[config.mk]
export PLATFORM = sky130hd
export DESIGN_NAME = auto_volume_gain_control_flat
export DESIGN_NICKNAME = d
export VERILOG_FILES = /design/src/rtl/avgc_pkg.sv /design/src/rtl/avgc_in_if.sv /design/src/rtl/avgc_out_if.sv /design/src/rtl/avgc_div.sv /design/src/rtl/avgc_mul.sv /design/src/rtl/auto_volume_gain_control.sv /design/src/flat_wrapper.sv
export SDC_FILE = /design/constraint.sdc
export NUM_CORES = 1
export LEC_CHECK = 0
export BUFFER_PORTS_ARGS = -buffer_cell sky130_fd_sc_hd__clkbuf_2
export CORE_MARGIN = 5
export CORE_UTILIZATION = 60
export DETAILED_ROUTE_END_ITERATION = 10
export HOLD_SLACK_MARGIN = 0.06
export PLACE_DENSITY = 0.74
export RECOVER_POWER = 25
export SKIP_CTS_REPAIR_TIMING = 1
export SLEW_MARGIN = 25
export SYNTH_ARGS = -nofsm -noshare
export SYNTH_HDL_FRONTEND = slang
export SYNTH_SLANG_ARGS = --single-unit
[constraint.sdc]
create_clock -name i_clk -period 7.81 [get_ports i_clk]
set_input_delay 1.562 -clock i_clk [delete_from_list [all_inputs] [get_ports i_clk]]
set_output_delay 1.562 -clock i_clk [all_outputs]
set_load 0.01 [all_outputs]
[src/rtl/avgc_pkg.sv]
`timescale 1ns / 1ps
// ----------------------------------------------------------------------------
// Automatic volume gain control: shared package
// Types, register indexes, reset values and step counts used by the block.
// ----------------------------------------------------------------------------
package avgc_pkg;

    // Field widths.
    localparam int unsigned SAMPLE_W = 16;
    localparam int unsigned THR_W    = 15;
    localparam int unsigned GAIN_W   = 16;
    localparam int unsigned WLEN_W   = 16;
    localparam int unsigned COUNT_W  = 17;
    localparam int unsigned SUM_W    = 32;
    localparam int unsigned CFG_W    = 16;
    localparam int unsigned CFG_IDX_W = 2;

    // Widths of the serial arithmetic units.
    localparam int unsigned DIV_W     = 32;
    localparam int unsigned MUL_A_W   = 32;
    localparam int unsigned MUL_B_W   = 16;
    localparam int unsigned DIV_CNT_W = $clog2(DIV_W + 1);
    localparam int unsigned MUL_CNT_W = $clog2(MUL_B_W + 1);

    // Q12 gain fixed point and the eight-bit ratio scaling.
    localparam int unsigned GAIN_FRAC = 12;
    localparam int unsigned RATIO_SH  = 8;

    // Configuration register indexes.
    localparam logic [CFG_IDX_W-1:0] CFG_LEVEL_THRESHOLD = 2'd0;
    localparam logic [CFG_IDX_W-1:0] CFG_NOMINAL_GAIN    = 2'd1;
    localparam logic [CFG_IDX_W-1:0] CFG_WINDOW_LENGTH   = 2'd2;

    // Reset values.
    localparam logic [THR_W-1:0]  RST_LEVEL_THRESHOLD = 15'd1125;
    localparam logic [GAIN_W-1:0] RST_NOMINAL_GAIN    = 16'd8192;
    localparam logic [WLEN_W-1:0] RST_WINDOW_LENGTH   = 16'd48000;
    localparam logic [GAIN_W-1:0] RST_CURRENT_GAIN    = 16'd4096;

    // Control sequencer states.
    typedef enum logic [2:0] {
        ST_IDLE,
        ST_DIV_AVG,
        ST_DIV_RATIO,
        ST_MUL_GAIN,
        ST_MUL_START,
        ST_MUL_OUT,
        ST_EMIT
    } t_state;

endpackage

[src/rtl/avgc_in_if.sv]
`timescale 1ns / 1ps
// ----------------------------------------------------------------------------
// Automatic volume gain control: input sample channel
// Valid/ready channel that carries one signed audio sample per word.
// ----------------------------------------------------------------------------
interface avgc_in_if;
    logic                                      valid;
    logic                                      ready;
    logic signed [avgc_pkg::SAMPLE_W-1:0]      sample_in;

    modport source (output valid, output sample_in, input ready);
    modport sink   (input valid, input sample_in, output ready);
endinterface

[src/rtl/avgc_out_if.sv]
`timescale 1ns / 1ps
// ----------------------------------------------------------------------------
// Automatic volume gain control: output sample channel
// Valid/ready channel that carries one gain-scaled sample per word.
// ----------------------------------------------------------------------------
interface avgc_out_if;
    logic                                      valid;
    logic                                      ready;
    logic signed [avgc_pkg::SAMPLE_W-1:0]      sample_out;

    modport source (output valid, output sample_out, input ready);
    modport sink   (input valid, input sample_out, output ready);
endinterface

[src/rtl/avgc_div.sv]
`timescale 1ns / 1ps
// ----------------------------------------------------------------------------
// Automatic volume gain control: bit-serial divider
// Unsigned restoring divider that retires one quotient bit per cycle.
// ----------------------------------------------------------------------------
module avgc_div (
    input  logic                             i_clk,
    input  logic                             i_rst_n,
    input  logic                             i_start,
    input  logic [avgc_pkg::DIV_W-1:0]       i_dividend,
    input  logic [avgc_pkg::DIV_W-1:0]       i_divisor,
    output logic                             o_done,
    output logic [avgc_pkg::DIV_W-1:0]       o_quotient
);

    logic [avgc_pkg::DIV_W-1:0]     r_rem;
    logic [avgc_pkg::DIV_W-1:0]     r_quo;
    logic [avgc_pkg::DIV_W-1:0]     r_dsr;
    logic [avgc_pkg::DIV_CNT_W-1:0] r_cnt;
    logic                           r_done;

    logic [avgc_pkg::DIV_W:0]       trial;
    logic [avgc_pkg::DIV_W:0]       diff;
    logic                           fits;

    // One restoring step: shift the next dividend bit into the remainder.
    always_comb begin
        trial = {r_rem, r_quo[avgc_pkg::DIV_W-1]};
        diff  = trial - {1'b0, r_dsr};
        fits  = (trial >= {1'b0, r_dsr});
    end

    // The quotient register doubles as the dividend shift register.
    always_ff @(posedge i_clk) begin
        if (!i_rst_n) begin
            r_cnt  <= '0;
            r_done <= 1'b0;
        end else begin
            r_done <= 1'b0;
            if (i_start) begin
                r_cnt <= avgc_pkg::DIV_CNT_W'(avgc_pkg::DIV_W);
            end else if (r_cnt != '0) begin
                r_cnt <= r_cnt - 1'b1;
                if (r_cnt == avgc_pkg::DIV_CNT_W'(1)) begin
                    r_done <= 1'b1;
                end
            end
        end
    end

    always_ff @(posedge i_clk) begin
        if (i_start) begin
            r_rem <= '0;
            r_quo <= i_dividend;
            r_dsr <= i_divisor;
        end else if (r_cnt != '0) begin
            r_rem <= fits ? diff[avgc_pkg::DIV_W-1:0] : trial[avgc_pkg::DIV_W-1:0];
            r_quo <= {r_quo[avgc_pkg::DIV_W-2:0], fits};
        end
    end

    assign o_done     = r_done;
    assign o_quotient = r_quo;

endmodule

[src/rtl/avgc_mul.sv]
`timescale 1ns / 1ps
// ----------------------------------------------------------------------------
// Automatic volume gain control: bit-serial multiplier
// Shift-and-add multiplier that consumes one multiplier bit per cycle and
// keeps the low bits of the product.
// ----------------------------------------------------------------------------
module avgc_mul (
    input  logic                             i_clk,
    input  logic                             i_rst_n,
    input  logic                             i_start,
    input  logic [avgc_pkg::MUL_A_W-1:0]     i_a,
    input  logic [avgc_pkg::MUL_B_W-1:0]     i_b,
    output logic                             o_done,
    output logic [avgc_pkg::MUL_A_W-1:0]     o_product
);

    logic [avgc_pkg::MUL_A_W-1:0]   r_acc;
    logic [avgc_pkg::MUL_A_W-1:0]   r_a;
    logic [avgc_pkg::MUL_B_W-1:0]   r_b;
    logic [avgc_pkg::MUL_CNT_W-1:0] r_cnt;
    logic                           r_done;

    // Step counter and completion pulse.
    always_ff @(posedge i_clk) begin
        if (!i_rst_n) begin
            r_cnt  <= '0;
            r_done <= 1'b0;
        end else begin
            r_done <= 1'b0;
            if (i_start) begin
                r_cnt <= avgc_pkg::MUL_CNT_W'(avgc_pkg::MUL_B_W);
            end else if (r_cnt != '0) begin
                r_cnt <= r_cnt - 1'b1;
                if (r_cnt == avgc_pkg::MUL_CNT_W'(1)) begin
                    r_done <= 1'b1;
                end
            end
        end
    end

    // Add the shifted multiplicand when the current multiplier bit is set.
    always_ff @(posedge i_clk) begin
        if (i_start) begin
            r_acc <= '0;
            r_a   <= i_a;
            r_b   <= i_b;
        end else if (r_cnt != '0) begin
            if (r_b[0]) begin
                r_acc <= r_acc + r_a;
            end
            r_a <= {r_a[avgc_pkg::MUL_A_W-2:0], 1'b0};
            r_b <= {1'b0, r_b[avgc_pkg::MUL_B_W-1:1]};
        end
    end

    assign o_done    = r_done;
    assign o_product = r_acc;

endmodule

[src/rtl/auto_volume_gain_control.sv]
`timescale 1ns / 1ps
// ----------------------------------------------------------------------------
// Automatic volume gain control
// Scales each audio sample by a Q12 gain that is recomputed from the average
// absolute level at the end of every window.
//
//   Channel      Direction  Payload              Handshake
//   i_sample_ch  in         sample_in  (s16)     valid / ready
//   o_sample_ch  out        sample_out (s16)     valid / ready
//   cfg port     in         i_cfg_data (u16)     i_cfg_we, index i_cfg_idx
//
// A sample that does not close a window is scaled by a serial multiply and
// sequencing before its output word is valid; the next sample is taken only
// after that word is loaded into the output register. A sample that closes a
// window adds a serial divide for the average and, when the level is above the
// threshold, a ratio divide and a gain multiply. A word still waiting at the
// output holds the block.
// Reset is synchronous, active low.
// ----------------------------------------------------------------------------
module auto_volume_gain_control (
    input  logic                                  i_clk,
    input  logic                                  i_rst_n,
    avgc_in_if.sink                               i_sample_ch,
    avgc_out_if.source                            o_sample_ch,
    input  logic                                  i_cfg_we,
    input  logic [avgc_pkg::CFG_IDX_W-1:0]        i_cfg_idx,
    input  logic [avgc_pkg::CFG_W-1:0]            i_cfg_data
);

    // Configuration registers.
    logic [avgc_pkg::THR_W-1:0]    r_thr;
    logic [avgc_pkg::GAIN_W-1:0]   r_nom;
    logic [avgc_pkg::WLEN_W-1:0]   r_wlen;

    // Level tracking state.
    avgc_pkg::t_state              r_state, n_state;
    logic [avgc_pkg::COUNT_W-1:0]  r_count, n_count;
    logic [avgc_pkg::SUM_W-1:0]    r_sum, n_sum;
    logic [avgc_pkg::GAIN_W-1:0]   r_gain, n_gain;
    logic [avgc_pkg::SAMPLE_W-1:0] r_sample, n_sample;
    logic                          r_out_valid, n_out_valid;
    logic [avgc_pkg::SAMPLE_W-1:0] r_out_data, n_out_data;

    // Arithmetic unit connections.
    logic                          div_start;
    logic [avgc_pkg::DIV_W-1:0]    div_a;
    logic [avgc_pkg::DIV_W-1:0]    div_b;
    logic                          div_done;
    logic [avgc_pkg::DIV_W-1:0]    div_q;
    logic                          mul_start;
    logic [avgc_pkg::MUL_A_W-1:0]  mul_a;
    logic [avgc_pkg::MUL_B_W-1:0]  mul_b;
    logic                          mul_done;
    logic [avgc_pkg::MUL_A_W-1:0]  mul_p;

    logic [avgc_pkg::WLEN_W-1:0]   wlen_div;

    // Absolute value of a sample; the most negative one gives 32768.
    function automatic logic [avgc_pkg::SUM_W-1:0] sample_mag(
        input logic [avgc_pkg::SAMPLE_W-1:0] s
    );
        logic [avgc_pkg::SAMPLE_W:0] ext;
        ext = {s[avgc_pkg::SAMPLE_W-1], s};
        if (s[avgc_pkg::SAMPLE_W-1]) begin
            ext = '0 - ext;
        end
        return avgc_pkg::SUM_W'(ext);
    endfunction

    avgc_div u_div (
        .i_clk      (i_clk),
        .i_rst_n    (i_rst_n),
        .i_start    (div_start),
        .i_dividend (div_a),
        .i_divisor  (div_b),
        .o_done     (div_done),
        .o_quotient (div_q)
    );

    avgc_mul u_mul (
        .i_clk     (i_clk),
        .i_rst_n   (i_rst_n),
        .i_start   (mul_start),
        .i_a       (mul_a),
        .i_b       (mul_b),
        .o_done    (mul_done),
        .o_product (mul_p)
    );

    // A zero window length divides by one.
    assign wlen_div = (r_wlen == '0) ? avgc_pkg::WLEN_W'(1) : r_wlen;

    // Configuration writes.
    always_ff @(posedge i_clk) begin
        if (!i_rst_n) begin
            r_thr  <= avgc_pkg::RST_LEVEL_THRESHOLD;
            r_nom  <= avgc_pkg::RST_NOMINAL_GAIN;
            r_wlen <= avgc_pkg::RST_WINDOW_LENGTH;
        end else if (i_cfg_we) begin
            unique case (i_cfg_idx)
                avgc_pkg::CFG_LEVEL_THRESHOLD: r_thr  <= i_cfg_data[avgc_pkg::THR_W-1:0];
                avgc_pkg::CFG_NOMINAL_GAIN:    r_nom  <= i_cfg_data;
                avgc_pkg::CFG_WINDOW_LENGTH:   r_wlen <= i_cfg_data;
                default: ;
            endcase
        end
    end

    // Control and state registers.
    always_ff @(posedge i_clk) begin
        if (!i_rst_n) begin
            r_state     <= avgc_pkg::ST_IDLE;
            r_count     <= '0;
            r_sum       <= '0;
            r_gain      <= avgc_pkg::RST_CURRENT_GAIN;
            r_out_valid <= 1'b0;
        end else begin
            r_state     <= n_state;
            r_count     <= n_count;
            r_sum       <= n_sum;
            r_gain      <= n_gain;
            r_out_valid <= n_out_valid;
        end
    end

    // Payload registers.
    always_ff @(posedge i_clk) begin
        r_sample   <= n_sample;
        r_out_data <= n_out_data;
    end

    // Sequencer: window close, gain update, output multiply and emit.
    always_comb begin
        n_state     = r_state;
        n_count     = r_count;
        n_sum       = r_sum;
        n_gain      = r_gain;
        n_sample    = r_sample;
        n_out_valid = r_out_valid;
        n_out_data  = r_out_data;
        div_start   = 1'b0;
        div_a       = r_sum;
        div_b       = avgc_pkg::DIV_W'(wlen_div);
        mul_start   = 1'b0;
        mul_a       = avgc_pkg::MUL_A_W'($signed(r_sample));
        mul_b       = r_gain;

        // The output word leaves when the sink takes it.
        if (r_out_valid && o_sample_ch.ready) begin
            n_out_valid = 1'b0;
        end

        unique case (r_state)
            avgc_pkg::ST_IDLE: begin
                if (i_sample_ch.valid) begin
                    n_sample = i_sample_ch.sample_in;
                    if (r_count >= avgc_pkg::COUNT_W'(r_wlen)) begin
                        div_start = 1'b1;
                        n_state   = avgc_pkg::ST_DIV_AVG;
                    end else begin
                        n_count = r_count + 1'b1;
                        n_sum   = r_sum + sample_mag(i_sample_ch.sample_in);
                        n_state = avgc_pkg::ST_MUL_START;
                    end
                end
            end
            avgc_pkg::ST_DIV_AVG: begin
                if (div_done) begin
                    if (div_q > avgc_pkg::DIV_W'(r_thr)) begin
                        div_start = 1'b1;
                        div_a     = avgc_pkg::DIV_W'({r_thr, {avgc_pkg::RATIO_SH{1'b0}}});
                        div_b     = div_q;
                        n_state   = avgc_pkg::ST_DIV_RATIO;
                    end else begin
                        n_gain  = r_nom;
                        n_count = '0;
                        n_sum   = sample_mag(r_sample);
                        n_state = avgc_pkg::ST_MUL_START;
                    end
                end
            end
            avgc_pkg::ST_DIV_RATIO: begin
                // The ratio stays below 256, so its low bits are enough.
                if (div_done) begin
                    mul_start = 1'b1;
                    mul_a     = avgc_pkg::MUL_A_W'(r_nom);
                    mul_b     = div_q[avgc_pkg::MUL_B_W-1:0];
                    n_state   = avgc_pkg::ST_MUL_GAIN;
                end
            end
            avgc_pkg::ST_MUL_GAIN: begin
                if (mul_done) begin
                    n_gain  = mul_p[avgc_pkg::RATIO_SH +: avgc_pkg::GAIN_W];
                    n_count = '0;
                    n_sum   = sample_mag(r_sample);
                    n_state = avgc_pkg::ST_MUL_START;
                end
            end
            avgc_pkg::ST_MUL_START: begin
                mul_start = 1'b1;
                n_state   = avgc_pkg::ST_MUL_OUT;
            end
            avgc_pkg::ST_MUL_OUT: begin
                if (mul_done) begin
                    n_state = avgc_pkg::ST_EMIT;
                end
            end
            avgc_pkg::ST_EMIT: begin
                if (!r_out_valid || o_sample_ch.ready) begin
                    n_out_valid = 1'b1;
                    n_out_data  = mul_p[avgc_pkg::GAIN_FRAC +: avgc_pkg::SAMPLE_W];
                    n_state     = avgc_pkg::ST_IDLE;
                end
            end
            default: begin
                n_state = avgc_pkg::ST_IDLE;
            end
        endcase
    end

    assign i_sample_ch.ready      = (r_state == avgc_pkg::ST_IDLE);
    assign o_sample_ch.valid      = r_out_valid;
    assign o_sample_ch.sample_out = r_out_data;

endmodule

[src/flat_wrapper.sv]
// flat-port wrapper written by rule: the top's interface ports become plain ports
module auto_volume_gain_control_flat 
  (i_clk, i_rst_n, i_cfg_we, i_cfg_idx, i_cfg_data, i_sample_ch_valid, i_sample_ch_sample_in, i_sample_ch_ready, o_sample_ch_valid, o_sample_ch_sample_out, o_sample_ch_ready);
  avgc_in_if i_sample_ch_i ();
  avgc_out_if o_sample_ch_i ();
  input  logic i_clk;
  input  logic i_rst_n;
  input  logic i_cfg_we;
  input  logic [avgc_pkg::CFG_IDX_W-1:0] i_cfg_idx;
  input  logic [avgc_pkg::CFG_W-1:0] i_cfg_data;
  input wire logic [$bits(i_sample_ch_i.valid)-1:0] i_sample_ch_valid;
  input wire logic [$bits(i_sample_ch_i.sample_in)-1:0] i_sample_ch_sample_in;
  output wire logic [$bits(i_sample_ch_i.ready)-1:0] i_sample_ch_ready;
  output wire logic [$bits(o_sample_ch_i.valid)-1:0] o_sample_ch_valid;
  output wire logic [$bits(o_sample_ch_i.sample_out)-1:0] o_sample_ch_sample_out;
  input wire logic [$bits(o_sample_ch_i.ready)-1:0] o_sample_ch_ready;
  assign i_sample_ch_i.valid = i_sample_ch_valid;
  assign i_sample_ch_i.sample_in = i_sample_ch_sample_in;
  assign i_sample_ch_ready = i_sample_ch_i.ready;
  assign o_sample_ch_valid = o_sample_ch_i.valid;
  assign o_sample_ch_sample_out = o_sample_ch_i.sample_out;
  assign o_sample_ch_i.ready = o_sample_ch_ready;
  auto_volume_gain_control u_core (.i_clk(i_clk), .i_rst_n(i_rst_n), .i_sample_ch(i_sample_ch_i), .o_sample_ch(o_sample_ch_i), .i_cfg_we(i_cfg_we), .i_cfg_idx(i_cfg_idx), .i_cfg_data(i_cfg_data));
endmodule
==> results of run 1 <==
-- power groups by stage --
stage	combinational, mW	sequential, mW	clock (mW)
after floorplan	2.87	2.75	0
after global placement	3.48	2.97	0
after detailed placement	3.59	2.98	0
after CTS	3.62	2.95	1.75
after global routing	4.10	3.01	1.83
final	3.64	2.97	1.74
-- cell families (layout without fill, tap and decap cells) --
kind of cell / Yosys count / in the layout
DFF: 329 / 329
buffers and inverters: 209 / 250
muxes: 27 / 27
adders and majority gates: 119 / 119
xor gates and xnor gates: 117 / 117
other: 1 / 1
and+or+nand+nor: 744 / 744
AOI/OAI and AO/OA: 552 / 552
-- cell usage in the layout, fill, tap and decap left out, drive strengths merged, types with 106 or more instances in the layout --
cell    count
edfxtp    140
ha        116
o21ai     106
a21oi     123
clkbuf    117
nor2      126
nand3     106
dfxtp     189
inv       107
nand2     335
-- registers in the layout, indices dropped and copies added (netlist names), 17 cells and up --
signal	cells
u_core.r_sum	32
u_core.u_div.o_quotient	32
u_core.u_div.r_dsr	32
u_core.u_div.r_rem	32
u_core.u_mul.o_product	28
u_core.u_mul.r_a	28
u_core.r_count	17
-- area by class of cell --
cell class,instances,area [sq um]
clock buffers,56,1100
clock inverters,11,103
fillers,2556,10200
inverters,106,398
multi-input cells,1560,10000
flip-flops and latches,329,7990
well taps,396,495
repair buffers,77,399
-- Yosys cell counts, types with 13 or more instances --
master / instances
nand2_1: 335
nor2b_1: 15
nor3_1: 36
mux2_2: 15
a21oi_1: 122
a21o_1: 51
o31ai_1: 22
nor4_1: 14
o21ai_0: 97
a31oi_1: 13
nor2_1: 126
ha_1: 116
xor2_1: 38
a22oi_1: 31
a21boi_0: 44
o21a_1: 14
edfxtp_1: 140
xnor2_1: 79
nand3_1: 106
clkbuf_1: 95
inv_1: 106
nand2b_1: 16
nand4_1: 16
or3_1: 13
a211oi_1: 21
and3_1: 19
o211a_1: 22
o211ai_1: 31
o311ai_0: 14
dfxtp_1: 189
-- worst max path at each step --
| stage | slack (ps) | from | endpoint | cells past startpoint |
|---|---|---|---|---|
| 2_1_floorplan | 3110 | i_sample_ch_sample_in[6] | u_core.r_sum[22] | 14 |
| 3_3_place_gp | 2580 | i_sample_ch_sample_in[6] | u_core.r_sum[21] | 17 |
| 3_5_place_dp | 2450 | i_sample_ch_sample_in[6] | u_core.r_sum[27] | 17 |
| 4_1_cts | 2970 | i_sample_ch_sample_in[6] | u_core.r_sum[20] | 17 |
| 5_1_grt | 1990 | u_core.r_state[1] | u_core.u_mul.r_a[3] | 8 |
| 6_report | 2420 | u_core.r_state[1] | u_core.u_mul.r_a[4] | 8 |
-- layer usage --
layer / GRT usage [%] / part of all wire (%)
met2: 40.9 / 44
met5: 0 / 0.027
met3: 4.17 / 7.9
met4: 6.87 / 2.2
met1: 40.3 / 46
-- metrics by stage --
| step | utilization [%] | instances | area (sq um) |
|---|---|---|---|
| after global routing | 66.8 | 2535 | 20500 |
| after global placement | 63.0 | 2468 | 19300 |
| after detailed placement | 63.0 | 2468 | 19300 |
| final | 66.8 | 2535 | 20500 |
| after floorplan | - | 2098 | 18700 |
| after CTS | 66.9 | 2535 | 20500 |
-- worst max-delay path: cells and delay by family (launching register included) --
family,cells,cell delay (ps)
DFF,1,300
buffers and inverters,4,3570
and+or+nand+nor,4,1120
==> impl_metrics.yaml, run 1 <==
min_path:
  min_from: "u_core.u_mul.o_product[27]"
  worstHoldPathCells: 0
  hold_path_end: "u_core.o_sample_ch.sample_out[15]"
  hold_class: "flop to flop"
routing:
  via_count: 15800
  viasPerCell: 6.23
  drt-total-wl_um: 48700
  avgRoutedWirePerCell_um: 19.2
  drc: 0
  drt_iter0_drc: 1540
  ant_nets: 0
  first_pass_iters: 5
pwr:
  seqPwrFrac_pct: 35.6
  ir_drop_uv: 230
  p_leak_nw: 8.43
  p_comb_share_pct: 43.6
  p_sw_mw: 3.40
  p_per_area_mw_per_mm2: 408
  p_int_mw: 4.94
  swShare_pct: 40.8
  clkPwrFrac_pct: 20.8
  power_mw: 8.35
floorplanning:
  start_util_pct: 61.1
  io_pins: 57
  die-area_sq_mm: 0.0349
  fp.coreArea_sq_mm: 0.0307
  row_count: 64
  die_w_um: 187
  die_h_um: 187
status:
  status: "complete, but fails checks"
  violations: "max-capacitance violations, max-slew violations"
timing:
  min_period_over_period_pct: 69.1
  finalHoldViolCount: 0
  slew_headroom_pct: -171
  rsz0062_at_grt: "no"
  max_freq_mhz: 185
  tns_ps: 0
  layout_min_cycle_time_ps: 5390
  tightest_slew_ps: 4070
  slew_violations: 208
  skew_ps: 11.3
  timing.hold.ws_ps: 456
  setup_viol: 0
  layout_setup_ws_ps: 2420
worst_setup_path:
  setup.worst_path.start_class: "flop"
  cp-end-kind: "flop"
  r2r_slack_ps: 2420
  regToRegEndpoint: "u_core.u_mul.r_a[4]"
  crit_required_ps: 7970
  crit_type: "flop to flop"
  critical-path-max-stage-delay_ps: 1130
  crit_arrival_ps: 5550
  crit_path_frequent_cell: "clkbuf_1"
  r2r-start: "u_core.r_state[1]"
  worst-path-max-fanout: 52
  crit_chain: "clkbuf_1 > nor2b_1 > and3b_1 > clkbuf_1 > nor2_4 > clkbuf_1 > nand3_2 > buf_4"
  reg2reg_depth: 8
  cp_slowest_cell: "clkbuf_1"
logic_synthesis:
  synth_seq_cells: 329
  synthCells: 2098
  synth_area_leaders: "edfxtp_1, dfxtp_1, ha_1, nand2_1, xnor2_1"
  syn_area_sq_mm: 0.0187
  synth_warnings: 0
  synth_compound_area_share_pct: 19.9
  syn-num-nets: 2256
  synth_cell_types: 75
  synth_top_family_by_area: "compound AO/OA/AOI/OAI gates"
  synthAdderAreaFrac_pct: 8.07
  synth_ff_type: "dfxtp_1"
  ys_seq_area_share_pct: 42.6
  synth_async_sr_flop_share_pct: 0
  synth-xor-area-share_pct: 5.47
  synth_edf_count: 140
  avgSynthCellArea_sq_um: 8.93
  synthSimpleGateAreaFrac_pct: 18.1
  synth_largest_area_cell: "edfxtp_1"
  synthMuxAreaShare_pct: 1.54
  synth_top_area_share_pct: 22.4
cells_and_area:
  num-nets-final: 2269
  area_growth_pct: 9.35
  drive_above_1_share_pct: 7.06
  diodes: 0
global_routing:
  grt_pass1_wl_um: 78300
  grt_overflow_total: 0
  antenna_found_initial: 1
  grt_pass1_vias: 14700
  track_usage_pct: 26.9
  grt_max_degree: 94
job:
  cap_violations: 4
clock_network:
  htreeDepth: 2
  cts_tree: "yes"
  clk_latency_ps: 530
  cts_sinks: 329
  cts_buffers: 37
  cts_root_buf: "clkbuf_16"
  clockBufferDepth: 3
  clk_transition_reported_paths_ps: 60
place:
  place.gp.congestion: 0.920
  post-dp-hpwl_um: 34800
  portBuffers: 56
  pre_cts_ws_ps: 2450
Note: power is estimated with default switching activity, not from simulation.
==> inputs of run 2 (changes only) <==
CORE_UTILIZATION = 57   (was 60)
clock period = 4.9 ns   (was 7.81 ns; I/O delays follow)
==> run 2 against run 1 <==
- the run still ends with max-capacitance violations, max-slew violations left
- via count decreased by 0.31%
- design area about the same
- setup slack got worse by 1700 ps
- count of clock-buffer cells in the layout decreased by 2
- clock power grew 51%
- sequential share of layout area is essentially flat
- critical path depth decreased by 4
- largest power group unchanged
==> impl_metrics.yaml, run 2 (synthesis results as in run 1) <==
min_path:
  hold_class: "flop to flop"
clock_network:
  cts_tree: "yes"
  clk_transition_reported_paths_ps: 60
  htreeDepth: 2
  cts_root_buf: "clkbuf_16"
  clockBufferDepth: 3
  clk_latency_ps: 530
  cts_sinks: 329
  cts_buffers: 36
place:
  portBuffers: 56
  post-dp-hpwl_um: 35000
  place.gp.congestion: 0.953
  place_area_sq_mm: 0.0194
floorplanning:
  die_w_um: 191
  io_pins: 57
  fp.coreArea_sq_mm: 0.0325
  start_util_pct: 57.7
  row_count: 66
  die-area_sq_mm: 0.0366
  die_h_um: 191
global_routing:
  grt_pass1_vias: 14500
  antenna_found_initial: 1
  grt_max_degree: 74
  grt_pass1_wl_um: 76800
  track_usage_pct: 25.9
  grt_overflow_total: 0
pwr:
  p_per_area_mw_per_mm2: 643
  p_leak_nw: 8.37
  swShare_pct: 41.0
  power_mw: 13.2
  ir_drop_uv: 350
  seqPwrFrac_pct: 35.7
  p_int_mw: 7.77
  p_comb_share_pct: 44.4
  p_sw_mw: 5.41
  clkPwrFrac_pct: 19.9
job:
  cap_violations: 4
routing:
  drt_iter0_drc: 1602
  first_pass_iters: 7
  avgRoutedWirePerCell_um: 18.7
  viasPerCell: 6.09
  drt-total-wl_um: 48300
  ant_nets: 0
  drc: 0
  via_count: 15700
cells_and_area:
  final_cell_mix: "nand2_1, dfxtp_1, edfxtp_1, nor2_1, a21oi_1"
  diodes: 0
  fin_area_sq_mm: 0.0205
  num-nets-final: 2274
  drive_above_1_share_pct: 6.48
  final_common_cell: "nand2_1"
  area_growth_pct: 9.36
worst_setup_path:
  crit_path_frequent_cell: "clkbuf_1"
  crit_arrival_ps: 4620
  setup.worst_path.start_class: "primary input"
  crit_chain: "clkbuf_1 > clkbuf_1 > nand3_1 > nor2_1"
  critical-path-max-stage-delay_ps: 1560
  crit_type: "primary input to flop"
  cp_slowest_cell: "clkbuf_1"
  crit_required_ps: 5350
  cp-end-kind: "flop"
  worst-path-max-fanout: 48
timing:
  tns_ps: 0
  slew_violations: 151
  tightest_slew_ps: 2150
  skew_ps: 19.3
  layout_min_cycle_time_ps: 4170
  rsz0062_at_grt: "no"
  slew_headroom_pct: -43.9
  max_freq_mhz: 240
  min_period_over_period_pct: 85.1
  setup_viol: 0
  finalHoldViolCount: 0
status:
  status: "complete, but fails checks"
  violations: "max-capacitance violations, max-slew violations"
[run 2: worst max-delay path, delay by kind of cell]
kind          cells  cell delay, ps
buf+inv           2            3000
simple gates      2             600
[run 2: worst paths after layout]
path / cells past startpoint / to / from / slack (ps)
worst min-delay path: 0 / u_core.o_sample_ch.sample_out[15] / u_core.u_mul.o_product[27] / 450
worst max register to register: 6 / u_core.u_mul.r_a[2] / u_core.r_state[1] / 750
worst max-delay path: 4 / u_core.u_mul.o_done / i_rst_n / 730
worst min register to register: 0 / u_core.o_sample_ch.sample_out[15] / u_core.u_mul.o_product[27] / 450
[run 2: power by group through the flow]
| stage | combinational [mW] | sequential (mW) | clock (mW) |
|---|---|---|---|
| final | 5.85 | 4.71 | 2.62 |
| after global placement | 5.56 | 4.72 | 0 |
| after CTS | 5.80 | 4.68 | 2.66 |
| after detailed placement | 5.76 | 4.73 | 0 |
| after floorplan | 4.57 | 4.39 | 0 |
| after global routing | 6.55 | 4.78 | 2.77 |
[run 2: layer usage]
metal	global-route usage [%]	up-vias	routed length, um
met5	0	-	0
met4	7.93	0	1410
met3	4.29	107	3890
met2	39.9	597	21400
met1	37.7	7447	21600
li1	-	7586	-
[run 2: final cells by class]
type / count / area, sq um
tap: 442 / 553
inverter: 106 / 398
timing repair buffer: 83 / 423
sequential: 329 / 7990
clock inverter: 12 / 91.3
fill: 2732 / 12000
clock buffer: 54 / 1040
multi-input combinational: 1560 / 9990
[run 2: metrics by stage]
step           hold slack (ps)  util, %  instances  setup WS, ps
5_1_grt                    477     63.1       2586           431
3_5_place_dp               443     59.8       2520           307
6_report                   453     63.1       2586           732
4_1_cts                    461     63.3       2586           830
3_3_place_gp               439     59.8       2520           379
2_1_floorplan              429        -       2098           787
